**config.mk**
```make
export PLATFORM = sky130hd
export DESIGN_NAME = decimal_text_to_int128
export DESIGN_NICKNAME = d
export VERILOG_FILES = /design/src/rtl/dtti_pkg.sv /design/src/rtl/decimal_text_to_int128.sv /design/src/rtl/dtti_parse.sv /design/src/rtl/dtti_sign.sv
export SDC_FILE = /design/constraint.sdc
export NUM_CORES = 1
export LEC_CHECK = 0
export BUFFER_PORTS_ARGS = -buffer_cell sky130_fd_sc_hd__buf_2
export CAP_MARGIN = 20
export CORE_UTILIZATION = 45
export CTS_BUF_LIST = sky130_fd_sc_hd__clkbuf_8
export DETAILED_ROUTE_END_ITERATION = 16
export PLACE_DENSITY = 0.59
export SYNTH_ARGS = -nofsm -noshare
export SYNTH_HDL_FRONTEND = slang
export SYNTH_SLANG_ARGS = --single-unit
```
**constraint.sdc**
```tcl
create_clock -name i_clk -period 11.3 [get_ports i_clk]
set_input_delay 2.26 -clock i_clk [delete_from_list [all_inputs] [get_ports i_clk]]
set_output_delay 2.26 -clock i_clk [all_outputs]
set_load 0.05 [all_outputs]
```
**src/rtl/dtti_pkg.sv**
```systemverilog
// Shared types, character codes and limits for the decimal text to int128 parser.
`default_nettype none

package dtti_pkg;

    localparam int CHAR_W = 8;
    localparam int VAL_W  = 128;
    localparam int HALF_W = 64;
    localparam int PROD_W = VAL_W + 3;

    localparam logic [CHAR_W-1:0] CHAR_ZERO  = 8'h30;
    localparam logic [CHAR_W-1:0] CHAR_NINE  = 8'h39;
    localparam logic [CHAR_W-1:0] CHAR_PLUS  = 8'h2B;
    localparam logic [CHAR_W-1:0] CHAR_MINUS = 8'h2D;
    localparam logic [CHAR_W-1:0] CHAR_SPACE = 8'h20;
    localparam logic [CHAR_W-1:0] CHAR_TAB   = 8'h09;
    localparam logic [CHAR_W-1:0] CHAR_CR    = 8'h0D;

    // Magnitude limits: 2^127-1 for positive, 2^127 for negative
    localparam logic [VAL_W-1:0] LIM_POS = {1'b0, {(VAL_W-1){1'b1}}};
    localparam logic [VAL_W-1:0] LIM_NEG = {1'b1, {(VAL_W-1){1'b0}}};

    typedef enum logic [1:0] {
        PH_LEAD,
        PH_SIGN,
        PH_DIGIT,
        PH_TAIL
    } t_phase;

    typedef struct packed {
        logic [CHAR_W-1:0] char_code;
        logic              has_char;
        logic              last;
        logic              mode;
    } t_item;

    typedef struct packed {
        logic [VAL_W-1:0] mag;
        logic             neg;
        logic             seen_digit;
        logic             overflowed;
        logic             junk_seen;
        logic             mode;
    } t_fin;

    function automatic logic is_space(input logic [CHAR_W-1:0] c);
        return (c == CHAR_SPACE) || ((c >= CHAR_TAB) && (c <= CHAR_CR));
    endfunction

    function automatic logic is_digit(input logic [CHAR_W-1:0] c);
        return (c >= CHAR_ZERO) && (c <= CHAR_NINE);
    endfunction

endpackage

`default_nettype wire

```
**src/rtl/decimal_text_to_int128.sv**
```systemverilog
// Top level: streaming decimal text to signed 128-bit integer, one character per transfer.
//
//  channel | direction | tdata                              | tuser               | tlast
//  s       | in        | [7:0] char_code                    | [0] has_char [1] mode | last
//  m       | out       | [63:0] value_high [127:64] value_low | [0] valid_res     | -
//
// One character per cycle unless a last stalls; the multiply-by-ten loop is combinational.
// After the input register, a string's result passes the fin and output registers.
// Reset is synchronous, active low; it clears the scanner and empties all stages.
// A stalled m side holds the result; characters keep flowing until a last finds both
// result registers full.
`default_nettype none

module decimal_text_to_int128 (
    input  wire          i_clk,
    input  wire          i_rst_n,
    input  wire          i_s_tvalid,
    output logic         o_s_tready,
    input  wire  [7:0]   i_s_tdata,   // [7:0] char_code
    input  wire  [1:0]   i_s_tuser,   // [0] has_char, [1] mode
    input  wire          i_s_tlast,
    output logic         o_m_tvalid,
    input  wire          i_m_tready,
    output logic [127:0] o_m_tdata,   // [63:0] value_high, [127:64] value_low
    output logic         o_m_tuser    // [0] valid_res
);

    logic                        r_in_valid;
    dtti_pkg::t_item             r_in;
    logic                        item_ready;
    logic                        fin_valid, fin_ready;
    dtti_pkg::t_fin              fin;
    logic [dtti_pkg::VAL_W-1:0]  value;

    assign o_s_tready = !r_in_valid || item_ready;

    always_ff @(posedge i_clk) begin
        if (!i_rst_n) begin
            r_in_valid <= 1'b0;
        end else if (o_s_tready) begin
            r_in_valid <= i_s_tvalid;
        end
    end

    always_ff @(posedge i_clk) begin
        if (o_s_tready && i_s_tvalid) begin
            r_in.char_code <= i_s_tdata;
            r_in.has_char  <= i_s_tuser[0];
            r_in.last      <= i_s_tlast;
            r_in.mode      <= i_s_tuser[1];
        end
    end

    dtti_parse u_parse (
        .i_clk        (i_clk),
        .i_rst_n      (i_rst_n),
        .i_item_valid (r_in_valid),
        .i_item       (r_in),
        .o_item_ready (item_ready),
        .o_fin_valid  (fin_valid),
        .o_fin        (fin),
        .i_fin_ready  (fin_ready)
    );

    dtti_sign u_sign (
        .i_clk       (i_clk),
        .i_rst_n     (i_rst_n),
        .i_fin_valid (fin_valid),
        .i_fin       (fin),
        .o_fin_ready (fin_ready),
        .o_valid     (o_m_tvalid),
        .o_value     (value),
        .o_valid_res (o_m_tuser),
        .i_ready     (i_m_tready)
    );

    assign o_m_tdata = {value[dtti_pkg::HALF_W-1:0], value[dtti_pkg::VAL_W-1:dtti_pkg::HALF_W]};

endmodule

`default_nettype wire

```
**src/rtl/dtti_parse.sv**
```systemverilog
// Character scanner: phase tracking, sign, saturating accumulate by ten, end-of-string capture.
`default_nettype none

module dtti_parse (
    input  wire                      i_clk,
    input  wire                      i_rst_n,
    input  wire                      i_item_valid,
    input  wire dtti_pkg::t_item     i_item,
    output logic                     o_item_ready,
    output logic                     o_fin_valid,
    output dtti_pkg::t_fin           o_fin,
    input  wire                      i_fin_ready
);

    dtti_pkg::t_phase                r_phase, n_phase;
    logic                            r_neg, n_neg;
    logic [dtti_pkg::VAL_W-1:0]      r_acc, n_acc;
    logic                            r_seen, n_seen;
    logic                            r_ovf, n_ovf;
    logic                            r_junk, n_junk;
    logic                            r_mode, n_mode;
    logic                            r_started;
    logic                            r_fin_valid;
    dtti_pkg::t_fin                  r_fin;

    logic                            sp, dg, take_dg, prod_ovf, fin_free, take, finish;
    logic [3:0]                      digit;
    logic [dtti_pkg::PROD_W-1:0]     acc_ext, prod;

    assign fin_free     = !r_fin_valid || i_fin_ready;
    assign o_item_ready = !i_item.last || fin_free;
    assign take         = i_item_valid && o_item_ready;
    assign finish       = take && i_item.last;

    assign sp      = dtti_pkg::is_space(i_item.char_code);
    assign dg      = dtti_pkg::is_digit(i_item.char_code);
    assign digit   = i_item.char_code[3:0];
    assign acc_ext = {3'b000, r_acc};
    // acc * 10 + d as acc*8 + acc*2 + d
    assign prod    = (acc_ext << 3) + (acc_ext << 1)
                   + {{(dtti_pkg::PROD_W-4){1'b0}}, digit};

    always_comb begin
        if (r_neg) begin
            prod_ovf = (|prod[dtti_pkg::PROD_W-1:dtti_pkg::VAL_W])
                     || (prod[dtti_pkg::VAL_W-1] && (|prod[dtti_pkg::VAL_W-2:0]));
        end else begin
            prod_ovf = |prod[dtti_pkg::PROD_W-1:dtti_pkg::VAL_W-1];
        end
    end

    always_comb begin
        n_phase = r_phase;
        n_neg   = r_neg;
        n_acc   = r_acc;
        n_seen  = r_seen;
        n_ovf   = r_ovf;
        n_junk  = r_junk;
        n_mode  = r_started ? r_mode : i_item.mode;
        take_dg = 1'b0;
        if (i_item.has_char) begin
            unique case (r_phase)
                dtti_pkg::PH_LEAD: begin
                    if (sp) begin
                        n_phase = dtti_pkg::PH_LEAD;
                    end else if (i_item.char_code == dtti_pkg::CHAR_PLUS
                              || i_item.char_code == dtti_pkg::CHAR_MINUS) begin
                        n_neg   = (i_item.char_code == dtti_pkg::CHAR_MINUS);
                        n_phase = dtti_pkg::PH_SIGN;
                    end else if (dg) begin
                        take_dg = 1'b1;
                        n_phase = dtti_pkg::PH_DIGIT;
                    end else begin
                        n_junk  = 1'b1;
                        n_phase = dtti_pkg::PH_TAIL;
                    end
                end
                dtti_pkg::PH_SIGN, dtti_pkg::PH_DIGIT: begin
                    if (dg) begin
                        take_dg = 1'b1;
                        n_phase = dtti_pkg::PH_DIGIT;
                    end else begin
                        if (!sp) n_junk = 1'b1;
                        n_phase = dtti_pkg::PH_TAIL;
                    end
                end
                dtti_pkg::PH_TAIL: begin
                    if (!sp) n_junk = 1'b1;
                end
            endcase
        end
        if (take_dg) begin
            n_seen = 1'b1;
            if (prod_ovf) begin
                // clamp to the limit for the current sign
                n_ovf = 1'b1;
                n_acc = r_neg ? dtti_pkg::LIM_NEG : dtti_pkg::LIM_POS;
            end else begin
                n_acc = prod[dtti_pkg::VAL_W-1:0];
            end
        end
    end

    always_ff @(posedge i_clk) begin
        if (!i_rst_n) begin
            r_phase     <= dtti_pkg::PH_LEAD;
            r_neg       <= 1'b0;
            r_acc       <= '0;
            r_seen      <= 1'b0;
            r_ovf       <= 1'b0;
            r_junk      <= 1'b0;
            r_mode      <= 1'b0;
            r_started   <= 1'b0;
            r_fin_valid <= 1'b0;
        end else begin
            if (take) begin
                if (i_item.last) begin
                    // string done: start over
                    r_phase   <= dtti_pkg::PH_LEAD;
                    r_neg     <= 1'b0;
                    r_acc     <= '0;
                    r_seen    <= 1'b0;
                    r_ovf     <= 1'b0;
                    r_junk    <= 1'b0;
                    r_mode    <= 1'b0;
                    r_started <= 1'b0;
                end else begin
                    r_phase   <= n_phase;
                    r_neg     <= n_neg;
                    r_acc     <= n_acc;
                    r_seen    <= n_seen;
                    r_ovf     <= n_ovf;
                    r_junk    <= n_junk;
                    r_mode    <= n_mode;
                    r_started <= 1'b1;
                end
            end
            if (fin_free) r_fin_valid <= finish;
        end
    end

    always_ff @(posedge i_clk) begin
        if (fin_free && finish) begin
            r_fin.mag        <= n_acc;
            r_fin.neg        <= n_neg;
            r_fin.seen_digit <= n_seen;
            r_fin.overflowed <= n_ovf;
            r_fin.junk_seen  <= n_junk;
            r_fin.mode       <= n_mode;
        end
    end

    assign o_fin_valid = r_fin_valid;
    assign o_fin       = r_fin;

    a_clear_after_last: assert property (@(posedge i_clk) disable iff (!i_rst_n)
        finish |=> (r_phase == dtti_pkg::PH_LEAD && !r_started && r_acc == '0 && !r_neg))
        else $error("scanner state not cleared after end of string");

    a_pos_bound: assert property (@(posedge i_clk) disable iff (!i_rst_n)
        !r_neg |-> !r_acc[dtti_pkg::VAL_W-1])
        else $error("positive magnitude above 2^127-1");

    a_neg_bound: assert property (@(posedge i_clk) disable iff (!i_rst_n)
        r_acc[dtti_pkg::VAL_W-1] |-> (r_acc[dtti_pkg::VAL_W-2:0] == '0))
        else $error("magnitude above 2^127");

    a_lead_no_digit: assert property (@(posedge i_clk) disable iff (!i_rst_n)
        (r_phase == dtti_pkg::PH_LEAD || r_phase == dtti_pkg::PH_SIGN)
        |-> (!r_seen && r_acc == '0))
        else $error("digits recorded before the digit run");

endmodule

`default_nettype wire

```
**src/rtl/dtti_sign.sv**
```systemverilog
// Result stage: validity decision, two's complement negate, output register.
`default_nettype none

module dtti_sign (
    input  wire                         i_clk,
    input  wire                         i_rst_n,
    input  wire                         i_fin_valid,
    input  wire dtti_pkg::t_fin         i_fin,
    output logic                        o_fin_ready,
    output logic                        o_valid,
    output logic [dtti_pkg::VAL_W-1:0]  o_value,
    output logic                        o_valid_res,
    input  wire                         i_ready
);

    logic                        r_out_valid;
    logic [dtti_pkg::VAL_W-1:0]  r_value, n_value;
    logic                        r_valid_res, n_valid_res;

    assign o_fin_ready = !r_out_valid || i_ready;

    always_comb begin
        n_valid_res = i_fin.mode ? (i_fin.seen_digit && !i_fin.overflowed && !i_fin.junk_seen)
                                 : 1'b1;
        if (n_valid_res && i_fin.seen_digit) begin
            n_value = i_fin.neg ? (~i_fin.mag + 1'b1) : i_fin.mag;
        end else begin
            n_value = '0;
        end
    end

    always_ff @(posedge i_clk) begin
        if (!i_rst_n) begin
            r_out_valid <= 1'b0;
        end else if (o_fin_ready) begin
            r_out_valid <= i_fin_valid;
        end
    end

    always_ff @(posedge i_clk) begin
        if (o_fin_ready && i_fin_valid) begin
            r_value     <= n_value;
            r_valid_res <= n_valid_res;
        end
    end

    assign o_valid     = r_out_valid;
    assign o_value     = r_value;
    assign o_valid_res = r_valid_res;

endmodule

`default_nettype wire
```
; ---- Word-level counts from Yosys, hierarchy flattened
; Index checks and enable logic that the tools add are counted.
[op_classes]
order_cmp = 4
bitwise = 1
eq_ne = 6
muxes = 39
n_addsub = 3
reduce_logical = 32
[ops]
columns = cell, n
row1 = $mux W128, 5
row2 = $add A131 B129 Y131, 1
row3 = $add A131 B4 Y131, 1
row4 = $add A128 B1 Y128 const B, 1
row5 = $not A128 Y128, 1
row6 = $reduce_or A127 Y1, 1
row7 = $mux W1, 27
row8 = $eq A8 B6 Y1 const B, 3
row9 = $logic_and A1 B1 Y1, 11
row10 = $ge A8 B4 Y1 const B, 1
row11 = $ge A8 B6 Y1 const B, 1
row12 = $le A8 B4 Y1 const B, 1
row13 = $le A8 B6 Y1 const B, 1
row14 = $mux W2, 4
row15 = $logic_or A1 B1 Y1, 7
row16 = $logic_not A1 Y1, 6
row17 = $eq A2 B2 Y1 const B, 2
row18 = $pmux W2 S2, 1
row19 = $reduce_or A4 Y1, 1
row20 = $pmux W1 S3, 1
row21 = $reduce_and A3 Y1, 1
row22 = $reduce_bool A3 Y1, 1
row23 = $reduce_or A3 Y1, 1
row24 = $eq A2 B1 Y1 const B, 1
row25 = 4 further kinds, 4
[totals]
reg_bits = 412
in_bits = 15
output_inout_bits = 131

; ---- Longest topological paths before layout
[depth]
word_depth = 9
ltp_mapped = 22
depth_no_buf = 19

; ---- Modules after synthesis
; From an unflattened synthesis, not the netlist that was laid out.
[unflattened]
cells_unflattened = 3833
hier_area_um2 = 32638.8
[by_module_without_submodules]
columns = module, cells_per_inst, n_inst, seq_area_each_um2, area_each_um2
row1 = dtti_parse, 2973, 1, 6736.5, 23877.9
row2 = dtti_sign, 844, 1, 3893.7, 8373.0
row3 = decimal_text_to_int128, 16, 1, 350.3, 387.9

; ---- Least setup slack after synthesis
; OpenSTA, ideal clock, no wires.
[synth_path]
kind = input to register
from = in i_m_tready
to = reg u_sign.r_valid_res (netlist: u_sign.o_valid_res), enable pin
required_ns = 10.666
cell_stages = 2
setup_ns = 0.634
n_path_buf = 0
slack_ns = 2.624
arrival_ns = 8.042
path_cell_list = nor2b_1 nor2b_1
[synth_via]
elab_chain_cells = 2
[synth_rtl]
columns = item, line
row1 = start: declaration, decimal_text_to_int128.sv:23  ; input wire i_m_tready,
row2 = $logic_or A1 B1 Y1, dtti_sign.sv:20  ; assign o_fin_ready = !r_out_valid || i_ready;
row3 = $logic_and A1 B1 Y1, dtti_sign.sv:41  ; if (o_fin_ready && i_fin_valid) begin
row4 = end signal: assignment, dtti_sign.sv:43  ; r_valid_res <= n_valid_res;
row5 = end: declaration, dtti_sign.sv:18  ; logic r_valid_res, n_valid_res;
; Every way passes these cells.
; A chain may end at the register's enable or synchronous reset.

; ---- Worst setup path in the final report
[layout_path]
from = reg r_in[6] (netlist name)
to = reg u_parse.r_acc[59] (netlist name)
[layout_via]
elab_chain_cells = 9
elab_cells_between_ends = 26
[layout_rtl]
columns = item, line
row1 = start: declaration, decimal_text_to_int128.sv:29  ; dtti_pkg::t_item r_in;
row2 = branches (longest 7 deep; another with $add A131 B4 Y131), --
row3 = $mux W128 (*), dtti_parse.sv:92  ; if (take_dg) begin
row4 = $mux W128 (*), dtti_parse.sv:117  ; if (i_item.last) begin
row5 = end signal: assignment, dtti_parse.sv:130  ; r_acc <= n_acc;
row6 = end: declaration, dtti_parse.sv:17  ; logic [dtti_pkg::VAL_W-1:0] r_acc, n_acc;
; Every way passes the cells marked *.

==> summary.txt <==
Layout
  – Area Growth Syn to Fin: 8.59%
  – Final nets: roughly 4000
  – Fillers: between 6000 and 7000
  – Share of cells above drive strength 1: under 10%
  – Sequential Area: around 0.011 mm2
  – Area occupied by multi-input gates: just under 0.02 mm2

Global routing
  – First-pass GRT wire length: around 170000 um
  – Vias in the first global route: between 20000 and 30000
  – Pin count of the biggest net entering global routing: roughly 110
  – Total GRT Usage: a little under a third
  – GR Overflow Total: 0
  – Initial antenna violation count: 3

Synth
  – Area leader, netlist: edfxtp_1
  – Post-Syn Instances: 3708
  – Ys Warns: 0
  – Multiplexer share of the synthesized area: under 10%
  – XOR/XNOR share of the synthesized area: around 6.4%
  – Synth Area in Simple Gates: between 10% and 20%
  – Synthesized area: between 0.03 and 0.04 mm2
  – Compound-Gate Fraction of Synth Area: around 24%
  – Most common flop cell mapped by yosys: edfxtp_1
  – Seq/Total Area, Yosys: 35.3%
  – Post-synthesis adder-cell area fraction: 10.5%
  – Most common cell in the netlist: nand2_1
  – Register bit count reported by yosys: approximately 410
  – Synth Area per Inst: roughly 8.4 um2
  – Share of the synthesized area in the top cell type: a little over a quarter
  – Post-synth EDFFs: 273
  – Yosys cell types: 92
  – Post-synth top cells: 462 x nand2_1, 409 x o21ai_0, 355 x nor2_1, 326 x a21oi_1, 273 x edfxtp_1
  – Largest family of logic cells by synthesized area: compound AO/OA/AOI/OAI gates
  – Largest cells by area after synthesis: edfxtp_1 26%, ha_1 10%, dfxtp_1 8.9%
  – Post-Syn Nets: between 3000 and 4000
  – Async set or reset register ratio after synthesis: 0%

STA
  – Clock Skew: between 0.03 and 0.04 ns
  – Measured slew at the worst slew-check pin: between 1 and 1.5 ns
  – RSZ-0062 raised after global routing: false
  – Tmin final: between 8 and 9 ns
  – Worst setup margin: roughly 2.7 ns
  – Fmax: 116 MHz
  – Relative max-transition margin: between 15 and 20%
  – Slew Viols, Final: 0
  – Tcrit/Tclk final: 76.1%
  – Setup violators final: 0
  – Final TNS setup: 0 ns
  – Final Hold Viols: 0

Critical path
  – R2R depth: 19
  – R2R Setup Slk: 2.70 ns
  – WP data arrival: approximately 9 ns
  – Critical path peak fanout: 50
  – R2r startpoint: r_in[6]$_DFFE_PP_
  – Startpoint Class: flop
  – WP data required: around 12 ns
  – Critical path class: reg2reg
  – Worst Setup End Kind: flop
  – R2r endpoint: u_parse.r_acc[59]$_SDFFE_PN0P_

Drt
  – # DRC: 0
  – Metal-1 WL: ~55000 um
  – First-pass DRT Iterations: 8
  – Initial DRC count: 3827
  – Final WL: around 120000 um
  – Post-route ant nets: 0
  – Top sig layer: met4
  – DR vias: about 30000
  – Number of vias per cell: approximately 6.3
  – Met3 wire len: 14500 um
  – Met2 routed WL: roughly 43000 um
  – WL/cell: about 25 um

Placed design
  – Final Wtd Congestion: approximately 1.0
  – Input/output buffers: between 100 and 150
  – Pre-CTS WS: between 3 and 4 ns
  – Post-DP HPWL: around 93000 um

Floorplan
  – Die area: 0.0703 mm2
  – Die Y: between 200 and 300 um
  – FP Rows: 96
  – Io pins: about 150
  – Total core area: about 0.069 mm2
  – Starting density of the core: 45.4%
  – Die width: between 200 and 300 um

CTS
  – Postcts setup bufs: 0
  – CTS clk-pin slew, worst paths: approximately 0.060 ns
  – Post-CTS resize count: 0
  – Hold buffers post-CTS: 0
  – Num CTS Buffers: 60
  – H-tree levels: 2
  – Clock root buffer: clkbuf_8
  – Clock Latency Late Sink: around 0.64 ns
  – CTS tree: done
  – Sink Count: ~400
  – Clock buffer depth: 3

Worst hold path
  – HP Class: reg2reg
  – Min-Delay Path Depth: 2
  – Worst hold start: u_parse.r_mode$_SDFFE_PN0P_
  – Min-Delay Endpoint: u_parse.r_mode$_SDFFE_PN0P_

Power and ir drop
  – PD cells: roughly 90 mW/mm2
  – LEAKAGE: between 10 and 15 nW
  – Peak VDD IR: a little under 0.09 mV

Flow run
  – Max Cap Viol: 0

Status
  – Status: completed
==> cell families after synthesis <==
group | after synthesis
fa+ha+maj | 260
compound gates | 1211
mux | 37
buf+inv | 273
flops | 412
xor+xnor | 226
simple gates | 1289
==> worst max-delay path, stage by stage (launching register included) <==
cell and delay, ns:
edfxtp_1 0.41, inv_1 0.12, fa_1 0.54, fa_1 0.47
nand2b_1 0.22, a21oi_1 0.30, o2111ai_1 0.21, a211o_1 0.41
a2111oi_1 1.02, o21ai_0 0.60, o21bai_1 0.30, xor2_1 0.17
nor4_1 0.32, nand4_1 0.20, nor4_2 0.32, a41o_1 0.58
nand2_2 0.68, buf_4 0.56, a31o_1 0.59, a211o_1 0.40
==> layout by cell type (no fill, tap or decap), types with 91 or more instances in the layout <==
master,synthesis,final
buf_2,15,145
o21ai_0,409,407
nor2_1,355,351
a21oi_1,326,325
nand4_1,100,100
dfxtp_1,139,139
ha_1,258,258
edfxtp_1,273,273
xor2_1,153,153
nor3_1,91,91
nand2_1,462,460
==> through the flow <==
step / cell area [um2] / instances / hold WS [ns] / power, W / utilization (%)
6_report: 33800 / 4719 / 0.475 / 0.00302 / 49.3
5_1_grt: 33800 / 4716 / 0.494 / 0.00311 / 49.3
4_1_cts: 33800 / 4714 / 0.474 / 0.00304 / 49.3
3_5_place_dp: 32600 / 4601 / 0.464 / 0.00183 / 47.5
3_3_place_gp: 32500 / 4599 / 0.447 / 0.00182 / 47.4
2_1_floorplan: 31100 / 3708 / 0.431 / 0.00179 / -
==> how the worst max path moves through the flow <==
stage                                        start                         endpoint  slack [ns]
floorplan                               i_m_tready     u_sign.o_valid_res$_DFFE_PP_        2.62
global placement    u_parse.r_acc[18]$_SDFFE_PN0P_  u_parse.r_acc[110]$_SDFFE_PN0P_        3.09
detailed placement               r_in[6]$_DFFE_PP_   u_parse.r_acc[93]$_SDFFE_PN0P_        3.03
CTS                              r_in[6]$_DFFE_PP_   u_parse.r_acc[68]$_SDFFE_PN0P_        2.93
global route                     r_in[6]$_DFFE_PP_   u_parse.r_acc[68]$_SDFFE_PN0P_        2.49
finish                           r_in[6]$_DFFE_PP_   u_parse.r_acc[59]$_SDFFE_PN0P_        2.70
==> layout make-up <==
| class | count | share of cell area (%) |
|---|---|---|
| Clock buffer | 68 | 2.77 |
| Timing Repair Buffer | 181 | 3.00 |
| Antenna cell | 4 | 0.0296 |
| Clock inverter | 45 | 0.892 |
| Multi-Input combinational cell | 3023 | 56.8 |
| Inverter | 55 | 0.610 |
| Tap cell | 931 | 3.44 |
| Sequential cell | 412 | 32.5 |
==> metal layers <==
| metal | vias to the layer above | global-route usage [%] |
|---|---|---|
| li1 | 13932 | - |
| met1 | 13914 | 51.1 |
| met2 | 1782 | 41.0 |
| met3 | 211 | 7.39 |
| met4 | 0 | 10.1 |
| met5 | - | 0 |
==> state kept, by name (all words and copies together), names as in the netlist, 2 cells and up <==
| register | flops |
|---|---|
| u_sign.o_value | 128 |
| u_parse.r_acc | 128 |
| u_parse.o_fin | 133 |
| r_in | 11 |
| u_parse.r_phase | 2 |
==> where the power goes <==
group          internal, W  total (W)  leakage, nW  switching (W)
sequential         0.00163    0.00166         3.63      0.0000259
clock             0.000643    0.00123        0.742       0.000584
combinational    0.0000341   0.000135         8.41       0.000101
Note: power is estimated with default switching activity, not from simulation.
